<file path="src/design/efsd_pkg.sv">
package efsd_pkg;

    // Window count of the free-time store.
    localparam int MAX_WINDOWS = 16;
    localparam int IDX_W       = (MAX_WINDOWS > 1) ? $clog2(MAX_WINDOWS) : 1;
    localparam int CNT_W       = $clog2(MAX_WINDOWS + 1);

    localparam int SEC_W   = 17;
    localparam int MIN_W   = 8;
    localparam int SVC_W   = 14;
    localparam int FREE_W  = 32;
    localparam int WAIT_W  = 24;
    localparam int TOTAL_W = 40;
    localparam int COUNT_W = 24;
    localparam int ACT_W   = 5;
    localparam int CFG_W   = 17;

    localparam logic [ACT_W-1:0]   ACTIVE_RESET = 5'd16;
    localparam logic [SEC_W-1:0]   OPEN_RESET   = 17'd28800;
    localparam logic [SEC_W-1:0]   CLOSE_RESET  = 17'd61200;
    localparam logic [SVC_W-1:0]   SEC_PER_MIN  = 14'd60;
    localparam logic [FREE_W-1:0]  FREE_MAX     = '1;
    localparam logic [WAIT_W-1:0]  WAIT_MAX     = '1;
    localparam logic [TOTAL_W-1:0] TOTAL_MAX    = '1;
    localparam logic [COUNT_W-1:0] COUNT_MAX    = '1;

    typedef enum logic [1:0] {
        CFG_ACTIVE_WINDOWS = 2'd0,
        CFG_OPEN_TIME      = 2'd1,
        CFG_CLOSE_TIME     = 2'd2
    } t_cfg_idx;

    typedef enum logic [2:0] {
        S_IDLE,
        S_SCAN,
        S_UPDATE,
        S_TOTAL,
        S_REPORT
    } t_state;

    typedef struct packed {
        logic [SEC_W-1:0] arrival_sec;
        logic [MIN_W-1:0] service_min;
    } t_in;

    typedef struct packed {
        logic               accepted;
        logic [3:0]         window_index;
        logic [WAIT_W-1:0]  wait_sec;
        logic [TOTAL_W-1:0] total_wait_sec;
        logic [COUNT_W-1:0] served_count;
    } t_out;

    typedef struct packed {
        logic [ACT_W-1:0] active_windows;
        logic [SEC_W-1:0] open_time_sec;
        logic [SEC_W-1:0] close_time_sec;
        logic             reload;
    } t_cfg;

endpackage

</file>
<file path="src/design/efsd_ram.sv">
module efsd_ram #(
    parameter int WIDTH = 32,
    parameter int DEPTH = 16
) (
    input  logic                                       i_clk,
    input  logic                                       i_we,
    input  logic [((DEPTH > 1) ? $clog2(DEPTH) : 1)-1:0] i_waddr,
    input  logic [WIDTH-1:0]                           i_wdata,
    input  logic                                       i_re,
    input  logic [((DEPTH > 1) ? $clog2(DEPTH) : 1)-1:0] i_raddr,
    output logic [WIDTH-1:0]                           o_rdata
);

    logic [WIDTH-1:0] r_mem [DEPTH];
    logic [WIDTH-1:0] r_rdata;

    always_ff @(posedge i_clk) begin
        if (i_we) begin
            r_mem[i_waddr] <= i_wdata;
        end
        if (i_re) begin
            r_rdata <= r_mem[i_raddr];
        end
    end

    assign o_rdata = r_rdata;

endmodule

</file>
<file path="src/design/efsd_engine.sv">
module efsd_engine
    import efsd_pkg::*;
(
    input  logic i_clk,
    input  logic i_rst_n,
    input  t_cfg i_cfg,
    input  logic i_in_valid,
    output logic o_in_ready,
    input  t_in  i_in,
    output logic o_res_valid,
    input  logic i_out_free,
    output t_out o_res
);

    t_state r_state;
    t_state n_state;

    logic [SEC_W-1:0]       r_arrival;
    logic [SVC_W-1:0]       r_service;
    logic                   r_ok;
    logic [CNT_W-1:0]       r_issue;
    logic                   r_cmp_valid;
    logic [IDX_W-1:0]       r_cmp_idx;
    logic [FREE_W-1:0]      r_best_free;
    logic [IDX_W-1:0]       r_best_idx;
    logic [WAIT_W-1:0]      r_wait;
    logic [TOTAL_W-1:0]     r_total;
    logic [COUNT_W-1:0]     r_count;
    logic [MAX_WINDOWS-1:0] r_valid;

    logic               w_rd_en;
    logic [IDX_W-1:0]   w_rd_addr;
    logic               w_wr_en;
    logic [FREE_W-1:0]  w_wr_data;
    logic [FREE_W-1:0]  w_rdata;
    logic [CNT_W-1:0]   w_limit;
    logic [IDX_W-1:0]   w_last;
    logic [FREE_W-1:0]  w_cand;
    logic               w_accept;
    logic               w_ok;
    logic               w_busy;
    logic [FREE_W-1:0]  w_arr_ext;
    logic [FREE_W-1:0]  w_wait_full;
    logic [FREE_W:0]    w_next_sum;
    logic [WAIT_W-1:0]  w_wait_sat;
    logic [TOTAL_W:0]   w_total_sum;

    // Window count clamped to the range of the store.
    always_comb begin
        if (i_cfg.active_windows == '0) begin
            w_limit = CNT_W'(1);
        end else if (int'(i_cfg.active_windows) > MAX_WINDOWS) begin
            w_limit = CNT_W'(MAX_WINDOWS);
        end else begin
            w_limit = CNT_W'(i_cfg.active_windows);
        end
    end

    assign w_last    = IDX_W'(w_limit - CNT_W'(1));
    assign w_accept  = i_in_valid && o_in_ready;
    assign w_ok      = i_in.arrival_sec <= i_cfg.close_time_sec;

    // An entry not written since reset or the last reload holds the opening time.
    assign w_cand = r_valid[r_cmp_idx] ? w_rdata : FREE_W'(i_cfg.open_time_sec);

    assign w_arr_ext   = FREE_W'(r_arrival);
    assign w_busy      = r_best_free > w_arr_ext;
    assign w_wait_full = r_best_free - w_arr_ext;
    assign w_next_sum  = w_busy ? ({1'b0, r_best_free} + (FREE_W + 1)'(r_service))
                                : ((FREE_W + 1)'(w_arr_ext) + (FREE_W + 1)'(r_service));
    assign w_wr_data   = w_next_sum[FREE_W] ? FREE_MAX : w_next_sum[FREE_W-1:0];
    assign w_wait_sat  = !w_busy ? '0
                       : ((w_wait_full > FREE_W'(WAIT_MAX)) ? WAIT_MAX
                                                            : w_wait_full[WAIT_W-1:0]);
    assign w_total_sum = {1'b0, r_total} + (TOTAL_W + 1)'(r_wait);

    efsd_ram #(
        .WIDTH(FREE_W),
        .DEPTH(MAX_WINDOWS)
    ) u_free_ram (
        .i_clk  (i_clk),
        .i_we   (w_wr_en),
        .i_waddr(r_best_idx),
        .i_wdata(w_wr_data),
        .i_re   (w_rd_en),
        .i_raddr(w_rd_addr),
        .o_rdata(w_rdata)
    );

    always_comb begin
        n_state = r_state;
        case (r_state)
            S_IDLE: begin
                if (w_accept) begin
                    n_state = w_ok ? S_SCAN : S_REPORT;
                end
            end
            S_SCAN: begin
                if (r_cmp_valid && (r_cmp_idx == w_last)) begin
                    n_state = S_UPDATE;
                end
            end
            S_UPDATE: n_state = S_TOTAL;
            S_TOTAL:  n_state = S_REPORT;
            S_REPORT: begin
                if (i_out_free) begin
                    n_state = S_IDLE;
                end
            end
            default:  n_state = S_IDLE;
        endcase
    end

    always_comb begin
        o_in_ready  = 1'b0;
        o_res_valid = 1'b0;
        w_rd_en     = 1'b0;
        w_wr_en     = 1'b0;
        w_rd_addr   = r_issue[IDX_W-1:0];
        case (r_state)
            S_IDLE:   o_in_ready  = 1'b1;
            S_SCAN:   w_rd_en     = r_issue < w_limit;
            S_UPDATE: w_wr_en     = 1'b1;
            S_TOTAL:  w_wr_en     = 1'b0;
            S_REPORT: o_res_valid = 1'b1;
            default:  o_in_ready  = 1'b0;
        endcase
    end

    always_ff @(posedge i_clk) begin
        if (!i_rst_n) begin
            r_state     <= S_IDLE;
            r_cmp_valid <= 1'b0;
            r_issue     <= '0;
            r_valid     <= '0;
            r_total     <= '0;
            r_count     <= '0;
            r_ok        <= 1'b0;
        end else begin
            r_state     <= n_state;
            r_cmp_valid <= w_rd_en;
            if (w_accept) begin
                r_ok    <= w_ok;
                r_issue <= '0;
            end else if (w_rd_en) begin
                r_issue <= r_issue + CNT_W'(1);
            end
            if (i_cfg.reload) begin
                r_valid <= '0;
            end else if (w_wr_en) begin
                r_valid[r_best_idx] <= 1'b1;
            end
            if (r_state == S_TOTAL) begin
                r_total <= w_total_sum[TOTAL_W] ? TOTAL_MAX : w_total_sum[TOTAL_W-1:0];
                if (r_count != COUNT_MAX) begin
                    r_count <= r_count + COUNT_W'(1);
                end
            end
        end
    end

    always_ff @(posedge i_clk) begin
        if (w_accept) begin
            r_arrival <= i_in.arrival_sec;
            r_service <= SVC_W'(i_in.service_min) * SEC_PER_MIN;
        end
        if (w_rd_en) begin
            r_cmp_idx <= w_rd_addr;
        end
        // Strict compare keeps the lowest index on ties.
        if (r_cmp_valid && ((r_cmp_idx == '0) || (w_cand < r_best_free))) begin
            r_best_free <= w_cand;
            r_best_idx  <= r_cmp_idx;
        end
        if (r_state == S_UPDATE) begin
            r_wait <= w_wait_sat;
        end
    end

    always_comb begin
        o_res.accepted       = r_ok;
        o_res.window_index   = r_ok ? 4'(r_best_idx) : 4'd0;
        o_res.wait_sec       = r_ok ? r_wait : '0;
        o_res.total_wait_sec = r_total;
        o_res.served_count   = r_count;
    end

endmodule

</file>
<file path="src/design/earliest_free_server_dispatch.sv">
// Earliest-free-server dispatcher: each input transaction is one customer
// (arrival second of day, service minutes) and yields exactly one output
// transaction. A customer arriving after the closing second is rejected and
// reported with zero window and wait. Otherwise the customer goes to the
// active window with the earliest free time (lowest index on ties), and the
// block reports the wait, the saturating running total of waits and the
// saturating count of customers served. The window free times live in a
// single-port-read, single-port-write RAM with a registered read port;
// the controller reads them one per cycle to find the minimum, then writes
// the chosen entry back. One customer is in flight at a time: an accepted
// customer passes through the scan of the active windows (clamped to 1..16),
// the write-back of the chosen entry and the update of the total and count
// before it reaches the output register, and no new customer is taken until
// the output register has taken its result. A rejected customer skips those
// steps and goes straight to the output register. The time per customer is
// set by the sequential scan of the free-time RAM through its one read port.
// Writing the opening time reloads every window's free time at once;
// configuration should be written only while no customer is in flight.
module earliest_free_server_dispatch
    import efsd_pkg::*;
(
    input  logic             i_clk,
    input  logic             i_rst_n,
    input  logic             i_in_valid,
    output logic             o_in_ready,
    input  t_in              i_in,
    output logic             o_out_valid,
    input  logic             i_out_ready,
    output t_out             o_out,
    input  logic             i_cfg_we,
    input  logic [1:0]       i_cfg_index,
    input  logic [CFG_W-1:0] i_cfg_data
);

    logic [ACT_W-1:0] r_active_windows;
    logic [SEC_W-1:0] r_open_time;
    logic [SEC_W-1:0] r_close_time;
    logic             r_out_valid;
    t_out             r_out;
    t_cfg             w_cfg;
    t_out             w_res;
    logic             w_res_valid;
    logic             w_out_free;

    // Configuration registers. A write to the opening time also tells the
    // engine to treat every window as free from the new opening second.
    always_ff @(posedge i_clk) begin
        if (!i_rst_n) begin
            r_active_windows <= ACTIVE_RESET;
            r_open_time      <= OPEN_RESET;
            r_close_time     <= CLOSE_RESET;
        end else if (i_cfg_we) begin
            case (t_cfg_idx'(i_cfg_index))
                CFG_ACTIVE_WINDOWS: r_active_windows <= i_cfg_data[ACT_W-1:0];
                CFG_OPEN_TIME:      r_open_time      <= i_cfg_data[SEC_W-1:0];
                CFG_CLOSE_TIME:     r_close_time     <= i_cfg_data[SEC_W-1:0];
                default:            r_close_time     <= r_close_time;
            endcase
        end
    end

    always_comb begin
        w_cfg.active_windows = r_active_windows;
        w_cfg.open_time_sec  = r_open_time;
        w_cfg.close_time_sec = r_close_time;
        w_cfg.reload         = i_cfg_we && (t_cfg_idx'(i_cfg_index) == CFG_OPEN_TIME);
    end

    // The output register is free when empty or when its transaction is
    // being taken in this cycle.
    assign w_out_free = !r_out_valid || i_out_ready;

    efsd_engine u_engine (
        .i_clk      (i_clk),
        .i_rst_n    (i_rst_n),
        .i_cfg      (w_cfg),
        .i_in_valid (i_in_valid),
        .o_in_ready (o_in_ready),
        .i_in       (i_in),
        .o_res_valid(w_res_valid),
        .i_out_free (w_out_free),
        .o_res      (w_res)
    );

    always_ff @(posedge i_clk) begin
        if (!i_rst_n) begin
            r_out_valid <= 1'b0;
        end else if (w_out_free) begin
            r_out_valid <= w_res_valid;
        end
    end

    always_ff @(posedge i_clk) begin
        if (w_out_free && w_res_valid) begin
            r_out <= w_res;
        end
    end

    assign o_out_valid = r_out_valid;
    assign o_out       = r_out;

endmodule
</file>
<file path="config.mk">
export PLATFORM = sky130hd
export DESIGN_NAME = earliest_free_server_dispatch
export DESIGN_NICKNAME = d
export VERILOG_FILES = /design/src/design/efsd_pkg.sv /design/src/design/efsd_ram.sv /design/src/design/efsd_engine.sv /design/src/design/earliest_free_server_dispatch.sv
export SDC_FILE = /design/constraint.sdc
export NUM_CORES = 1
export LEC_CHECK = 0
export BUFFER_PORTS_ARGS = -buffer_cell sky130_fd_sc_hd__buf_4
export CORE_AREA = 4 4 252 254
export CTS_BUF_LIST = sky130_fd_sc_hd__clkbuf_4 sky130_fd_sc_hd__clkbuf_8 sky130_fd_sc_hd__clkbuf_16
export DETAILED_ROUTE_END_ITERATION = 8
export DIE_AREA = 0 0 256 258
export PLACE_DENSITY = 0.9
export SLEW_MARGIN = 20
export SYNTH_ARGS = -nofsm -noshare
export SYNTH_HDL_FRONTEND = slang
export SYNTH_SLANG_ARGS = --single-unit
</file>
<file path="constraint.sdc">
create_clock -name i_clk -period 9.2 [get_ports i_clk]
set_clock_uncertainty 0.05 [all_clocks]
set_input_delay 1.38 -clock i_clk [delete_from_list [all_inputs] [get_ports i_clk]]
set_output_delay 1.38 -clock i_clk [all_outputs]
set_load 0.02 [all_outputs]
</file>
==> reports/results.ini, run 1 <==
[grt]
first_global_vias=23254
grt_usage_pct=29.38
grt_pass1_wl_um=145800
grt_overflow=0
grt_start_max_net_pins=99
antenna_found_initial=2

[routing]
postRouteAntennaNets=0
viasPerCell=6.589
routed_wl_um=97840
vias=23069
drtIter0Drc=2722
firstDrtPassIters=6
wire_per_inst_um=27.95
drc=0

[power]
leakagePower_nw=14.80
vdd_ir_drop_max_v=0.0001599
p_per_area_nw_per_um2=259.1

[timing]
rsz0062_at_grt=no
post-route-period-util_pct=59.75
finalHoldViolCount=0
tightest_slew_ns=1.191
slew_violations=0
setup_violations=0
finalCriticalPeriod_ns=5.497
holdWs_ns=0.3832
maxSlewHeadroom_pct=20.35
fmax_mhz=181.9
fin_tns_setup_ns=0

[setup_path]
cp-start-kind=flip-flop
critPathMaxFanout=20
cp.arrival_ns=5.75
critical_path_class=flip-flop to flip-flop
worstSetupEndpointType=flip-flop
crit_required_ns=9.45

[finish]
fillers=3815
finalNonFillerCells=3501
area_growth_pct=12.92
drive_above_1_share_pct=20.95
fin_area_um2=42500
fin_nets=2845
num_antenna_cells=0

[synth]
synth_top_area_cell=edfxtp_1
yosysWarnings=0
synth_cells=2474
synth_ff_type=edfxtp_1
synth_area_leaders=edfxtp_1 (58%), mux4_2 (9.9%), dfxtp_1 (6.9%)
ys_seq_area_share_pct=65.15
async_reset_ff_share_pct=0
synth_edf_count=730
synth_top_area_share_pct=58.24
ys_seq_elements=860
syn_area_um2=37640
synth_cell_types=80
avgSynthCellArea_um2=15.21
syn_nets=2676

[clock_tree]
cts-root-buf=clkbuf_16
cts_tree=yes
clkLatencyLatePin_ns=0.66
cts_buffer_depth=3
ctsHoldBuffers=0
cts_buffers=83
cts_resized=0
clk_pin_slew_ns=0.06
htreeDepth=3
post_cts_buffers=0
cts_sinks=860

[floorplan]
initial_core_util_pct=61.45
die_y_um=258
design.core.area_um2=61260
die_w_um=256
fp-row-count=91
dieArea_um2=66050
io_pins=144

[placement]
place.gp.congestion=0.9600
place_area_um2=39720
dp_cells=3345
dp_hpwl_um=59500
portBuffers=143

[min_path]
min_path_type=flip-flop to flip-flop

[status]
status=completed

[run]
cap_violations=0

[area by class of cell]
class	instances	area, µm²	share of cell area, %
well taps	790	988.4	2.326
repair buffers	180	1384	3.256
clock inverters	44	364.1	0.8566
multi-input cells	1414	12510	29.43
flip-flops and latches	860	24530	57.72
clock buffers	109	2332	5.487
inverters	104	390.4	0.9185
[worst max-delay path, stage by stage (launching register included)]
cell and delay (ns):
edfxtp_1 0.39, ha_1 0.19, inv_1 0.06, fa_1 0.40, nor2b_1 0.14, o21a_1 0.14, o21ai_0 0.12, a31oi_1 0.36
a31oi_1 0.29, nor4_1 0.96, nand2_2 0.73, and3_1 0.47, a21oi_1 0.82
[cells in the final DEF (no fill, tap or decap), types with 9 or more instances in the layout]
cell	Yosys	routed
and3_1	20	20
a21oi_1	150	142
nand2_1	144	143
nor2_4	0	13
clkinv_2	0	11
dfxtp_1	130	126
nor4_1	10	10
a31oi_1	29	28
nand2b_1	10	10
edfxtp_1	730	730
nand4_1	30	30
and2_1	55	55
nand3_1	31	31
o21bai_1	13	13
nor2_1	147	133
inv_1	104	103
mux4_2	165	165
xnor2_1	57	57
clkbuf_16	0	85
fa_1	17	17
xor2_1	47	47
a211oi_1	9	9
o21ai_0	65	65
o211ai_1	25	25
clkinv_1	0	13
a21o_1	47	47
o21a_1	13	13
clkbuf_4	0	20
or3_1	13	13
nor2b_1	16	16
mux2_2	18	18
buf_4	3	178
ha_1	136	136
nor3_1	41	35
[cells in the mapped netlist (4+ instances only)]
library cell    n
nand4_1        30
fa_1           17
nand2_1       144
dfxtp_1       130
and3_1         20
a21o_1         47
o41ai_1         5
mux4_2        165
a31o_2          4
xor2_1         47
and2_1         55
o31ai_1         5
a21oi_1       150
a31oi_1        29
nand3b_1        7
nor3_1         41
mux2i_1         9
or3_1          13
or2_2           7
nand3_1        31
buf_1          17
a211oi_1        9
buf_2           6
mux2_2         18
nand2b_1       10
a311oi_1        4
nor4_1         10
and4_1          6
nor2b_1        16
a211o_1         4
o211ai_1       25
nor2_1        147
inv_1         104
ha_1          136
a2111oi_0       4
clkbuf_1       67
o21a_1         13
edfxtp_1      730
o21bai_1       13
o21ai_0        65
xnor2_1        57
[worst paths after layout]
path / start / slack (ns) / cells past startpoint / end
setup / recovery: u_engine.r_best_free[2]$_DFFE_PP_ / 3.70 / 12 / u_engine.u_free_ram.r_mem[10][22]$_DFFE_PP_
hold / removal: u_engine.r_count[22]$_SDFFE_PN0P_ / 0.38 / 0 / o_out[22]$_DFFE_PP_
setup reg to reg: u_engine.r_best_free[2]$_DFFE_PP_ / 3.70 / 12 / u_engine.u_free_ram.r_mem[10][22]$_DFFE_PP_
hold reg to reg: u_engine.r_count[22]$_SDFFE_PN0P_ / 0.38 / 0 / o_out[22]$_DFFE_PP_
[where the power goes]
| group | switching [mW] | leakage [nW] | internal, mW |
|---|---|---|---|
| clock | 1.46 | 1.34 | 1.89 |
| combinational | 1.61 | 5.85 | 0.941 |
| sequential | 0.196 | 7.61 | 4.91 |
[state kept, by name, summed over array words and instances (netlist names), 17 cells and up]
register	count
o_out	93
r_close_time	17
r_open_time	17
u_engine.r_arrival	17
u_engine.r_best_free	32
u_engine.r_count	24
u_engine.r_total	40
u_engine.r_wait	24
u_engine.u_free_ram.o_rdata	32
u_engine.u_free_ram.r_mem	512
[through the flow]
step                setup WS [ns]  utilization, %  power [mW]
floorplan                   2.644               -       6.821
global placement            3.911           64.84       7.540
detailed placement          3.600           64.84       7.651
CTS                         3.546           69.25       11.00
global route                3.424           69.39       11.44
finish                      3.703           69.39       11.01
[cells by family after synthesis]
| kind of cell | share of synthesized area (%) |
|---|---|
| and+or+nand+nor | 7.253 |
| muxes | 10.65 |
| AOI/OAI and AO/OA | 6.964 |
| DFF | 65.15 |
| adders and majority gates | 5.425 |
| buffers and inverters | 2.137 |
| xor gates and xnor gates | 2.420 |
[layer usage]
metal | part of all wire, % | track usage (%) | routed length, µm
met4 | 4.5 | 12.74 | 4436
met2 | 49 | 48.74 | 47860
met1 | 37 | 38.19 | 36050
met5 | 0.013 | 0 | 13
met3 | 9.7 | 6.110 | 9483
Note: power is estimated with default switching activity, not from simulation.
==> run 2: changes to the inputs <==
==> constraint.sdc (replaced) <==
create_clock -name i_clk -period 5.5 [get_ports i_clk]
set_clock_uncertainty 0.05 [all_clocks]
set_input_delay 0.825 -clock i_clk [delete_from_list [all_inputs] [get_ports i_clk]]
set_output_delay 0.825 -clock i_clk [all_outputs]
set_load 0.02 [all_outputs]
==> run 2 against run 1 <==
Effect of this change: non-clock buffer count is 14 higher; critical path depth is 3 higher; sequential power is 67% higher; via count is 1.2% higher; count of clock-buffer cells in the layout is 16 lower; largest power group unchanged; highest routed layer is now met4.
==> reports/results.ini, run 2 (synthesis gave the netlist of run 1 again) <==
[routing]
postRouteAntennaNets=0  ; unchanged
drc=0  ; unchanged
viasPerCell=6.638  ; +0.74%
wire_per_inst_um=27.95  ; about the same
routed_wl_um=98290  ; +0.46%
drtIter0Drc=2727  ; +0.18%
firstDrtPassIters=6  ; unchanged
vias=23346  ; +1.2%

[power]
comb_power_share_pct=22.6  ; -0.6 points
leakagePower_nw=15.00  ; +1.3%
clock_power_share_pct=32.5  ; +2.0 points
power.total_mw=19.02  ; +73%
internal-power_mw=13.50  ; +74%
vdd_ir_drop_max_v=0.0002783  ; +74%
switchingPower_mw=5.527  ; +69%
p_per_area_nw_per_um2=442.8  ; +71%
seq_power_share_pct=44.9  ; -1.5 points
switching_share_pct=29.05  ; -0.63 points

[finish]
largest-register=u_engine.u_free_ram.r_mem
area_growth_pct=14.14
multi_input_area_um2=12530  ; +0.16%
largest_reg_flops=512  ; unchanged
fin_area_um2=42960  ; +1.1%
drive_above_1_share_pct=21.12  ; +0.17 points
final_common_cell=edfxtp_1
num_antenna_cells=0  ; unchanged
fillers=3725  ; -2.4%
fin_nets=2861  ; +0.56%
post-route-util_pct=70.14  ; +0.75 points
mostFrequentLayoutCells=edfxtp_1 (730), buf_4 (186), mux4_2 (165)
seqCellArea_um2=24530  ; unchanged

[grt]
antenna_found_initial=0  ; -2
use_met3_pct=4.776  ; -1.3 points
grt_overflow=0  ; unchanged
grt_start_max_net_pins=84  ; -15%
use_met2_pct=49.00  ; +0.26 points
grt.busiest_layer=met2
globalRouteMet1Util_pct=39.19  ; +1.0 points
first_global_vias=23409  ; +0.67%
grt_usage_pct=29.38  ; about the same
grt_pass1_wl_um=145900  ; about the same

[clock_tree]
post_cts_buffers=0  ; unchanged
clk_pin_slew_ns=0.07  ; about the same
htreeDepth=3  ; unchanged
cts_buffer_depth=3  ; unchanged
clkLatencyLatePin_ns=0.64  ; -0.02 ns
cts_resized=0  ; unchanged
cts_buffers=85  ; +2.4%
cts-root-buf=clkbuf_16
cts_tree=yes
ctsHoldBuffers=0  ; unchanged
cts_sinks=860  ; unchanged

[run]
cap_violations=0  ; unchanged

[setup_path]
cp-start-kind=flip-flop
critPathMaxFanout=21  ; +5.0%
r2r-end=u_engine.r_best_free[0]$_DFFE_PP_
crit_required_ns=5.75  ; -3.70 ns
cp.arrival_ns=5.17  ; -0.58 ns
worstSetupEndpointType=flip-flop
worst-r2r-cell-count=15  ; +3
critical_path_class=flip-flop to flip-flop
reg2reg_from=u_engine.r_cmp_idx[0]$_DFFE_PP_
ff2ff_setup_slack_ns=0.58  ; -3.12 ns

[timing]
fin_tns_setup_ns=0  ; unchanged
setup_violations=0  ; unchanged
finalHoldViolCount=0  ; unchanged
tightest_slew_ns=1.171  ; -0.01970 ns
fin_ws_ns=0.5836  ; -3.120 ns
rsz0062_at_grt=no
finalCriticalPeriod_ns=4.916  ; -0.5802 ns
maxSlewHeadroom_pct=21.90  ; +1.6 points
slew_violations=0  ; unchanged
post-route-period-util_pct=89.39  ; +30 points
fmax_mhz=203.4  ; +12%

[placement]
pre_cts_ws_ns=0.6133  ; -2.987 ns
place_area_um2=39830  ; +0.28%
place.gp.congestion=0.9252  ; -3.6%
dp_hpwl_um=60710  ; +2.0%
portBuffers=143  ; unchanged

[floorplan]
initial_core_util_pct=61.45  ; unchanged
die_y_um=258  ; unchanged
fp-row-count=91  ; unchanged
die_w_um=256  ; unchanged
dieArea_um2=66050  ; unchanged
io_pins=144  ; unchanged
design.core.area_um2=61260  ; unchanged

[status]
status=completed

[min_path]
hold_path_depth=1  ; +1
holdCritStartpoint=i_in[13]
hold_path_end=u_engine.r_arrival[5]$_DFFE_PP_
min_path_type=input pin to flip-flop

==> run 2: metal layers <==
metal  part of all wire (%)  vias up
met2                     49     1486
met1                     37    11689
met3                    9.4      235
met4                    4.2        0
met5                      0        -
li1                       -     9936
==> run 2: final cells by class <==
class                           instances  area share (%)
Timing Repair Buffer                  194           3.570
Multi-Input combinational cell       1414           29.17
Clock inverter                         62           1.779
Sequential cell                       860           57.10
Tap cell                              790           2.301
Clock buffer                           93           5.172
Inverter                              104          0.9086
==> run 2: power by group through the flow <==
stage / sequential, mW / combinational, mW / clock, mW
3_5_place_dp: 8.68 / 4.13 / 0
4_1_cts: 8.56 / 4.19 / 6.23
6_report: 8.55 / 4.29 / 6.19
5_1_grt: 8.58 / 4.61 / 6.52
3_3_place_gp: 8.66 / 3.96 / 0
2_1_floorplan: 8.68 / 2.73 / 0
==> run 2: worst max-delay path by stage <==
stage,startpoint,endpoint,slack [ns],cells after the start
3_5_place_dp,u_engine.r_cmp_idx[0]$_DFFE_PP_,u_engine.r_best_free[7]$_DFFE_PP_,0.61,15
5_1_grt,u_engine.r_cmp_idx[0]$_DFFE_PP_,u_engine.r_best_free[0]$_DFFE_PP_,0.38,15
3_3_place_gp,u_engine.r_cmp_idx[0]$_DFFE_PP_,u_engine.r_best_free[1]$_DFFE_PP_,0.74,15
4_1_cts,u_engine.r_cmp_idx[0]$_DFFE_PP_,u_engine.r_best_free[0]$_DFFE_PP_,0.60,15
2_1_floorplan,u_engine.r_cmp_idx[0]$_DFFE_PP_,u_engine.r_best_free[0]$_DFFE_PP_,0.03,15
6_report,u_engine.r_cmp_idx[0]$_DFFE_PP_,u_engine.r_best_free[0]$_DFFE_PP_,0.58,15
==> run 2: critical path, cell delays in order (launching register included) <==
cell and delay, ns:
edfxtp_1 0.56, mux4_2 0.56, mux4_2 0.73, buf_4 0.32, and2_1 0.20, ha_1 0.31, a21o_1 0.17, a21o_1 0.17
a21o_1 0.17, a21o_1 0.17, a21o_1 0.17, a21o_1 0.17, a21oi_1 0.15, o21ai_0 0.15, nor3_4 0.18, buf_4 0.33
==> run 2: per-stage QoR <==
stage	hold slack [ns]	cells
4_1_cts	0.3122	3509
2_1_floorplan	0.3582	2474
3_5_place_dp	0.3945	3354
6_report	0.3308	3517
3_3_place_gp	0.3733	3353
5_1_grt	0.3215	3517
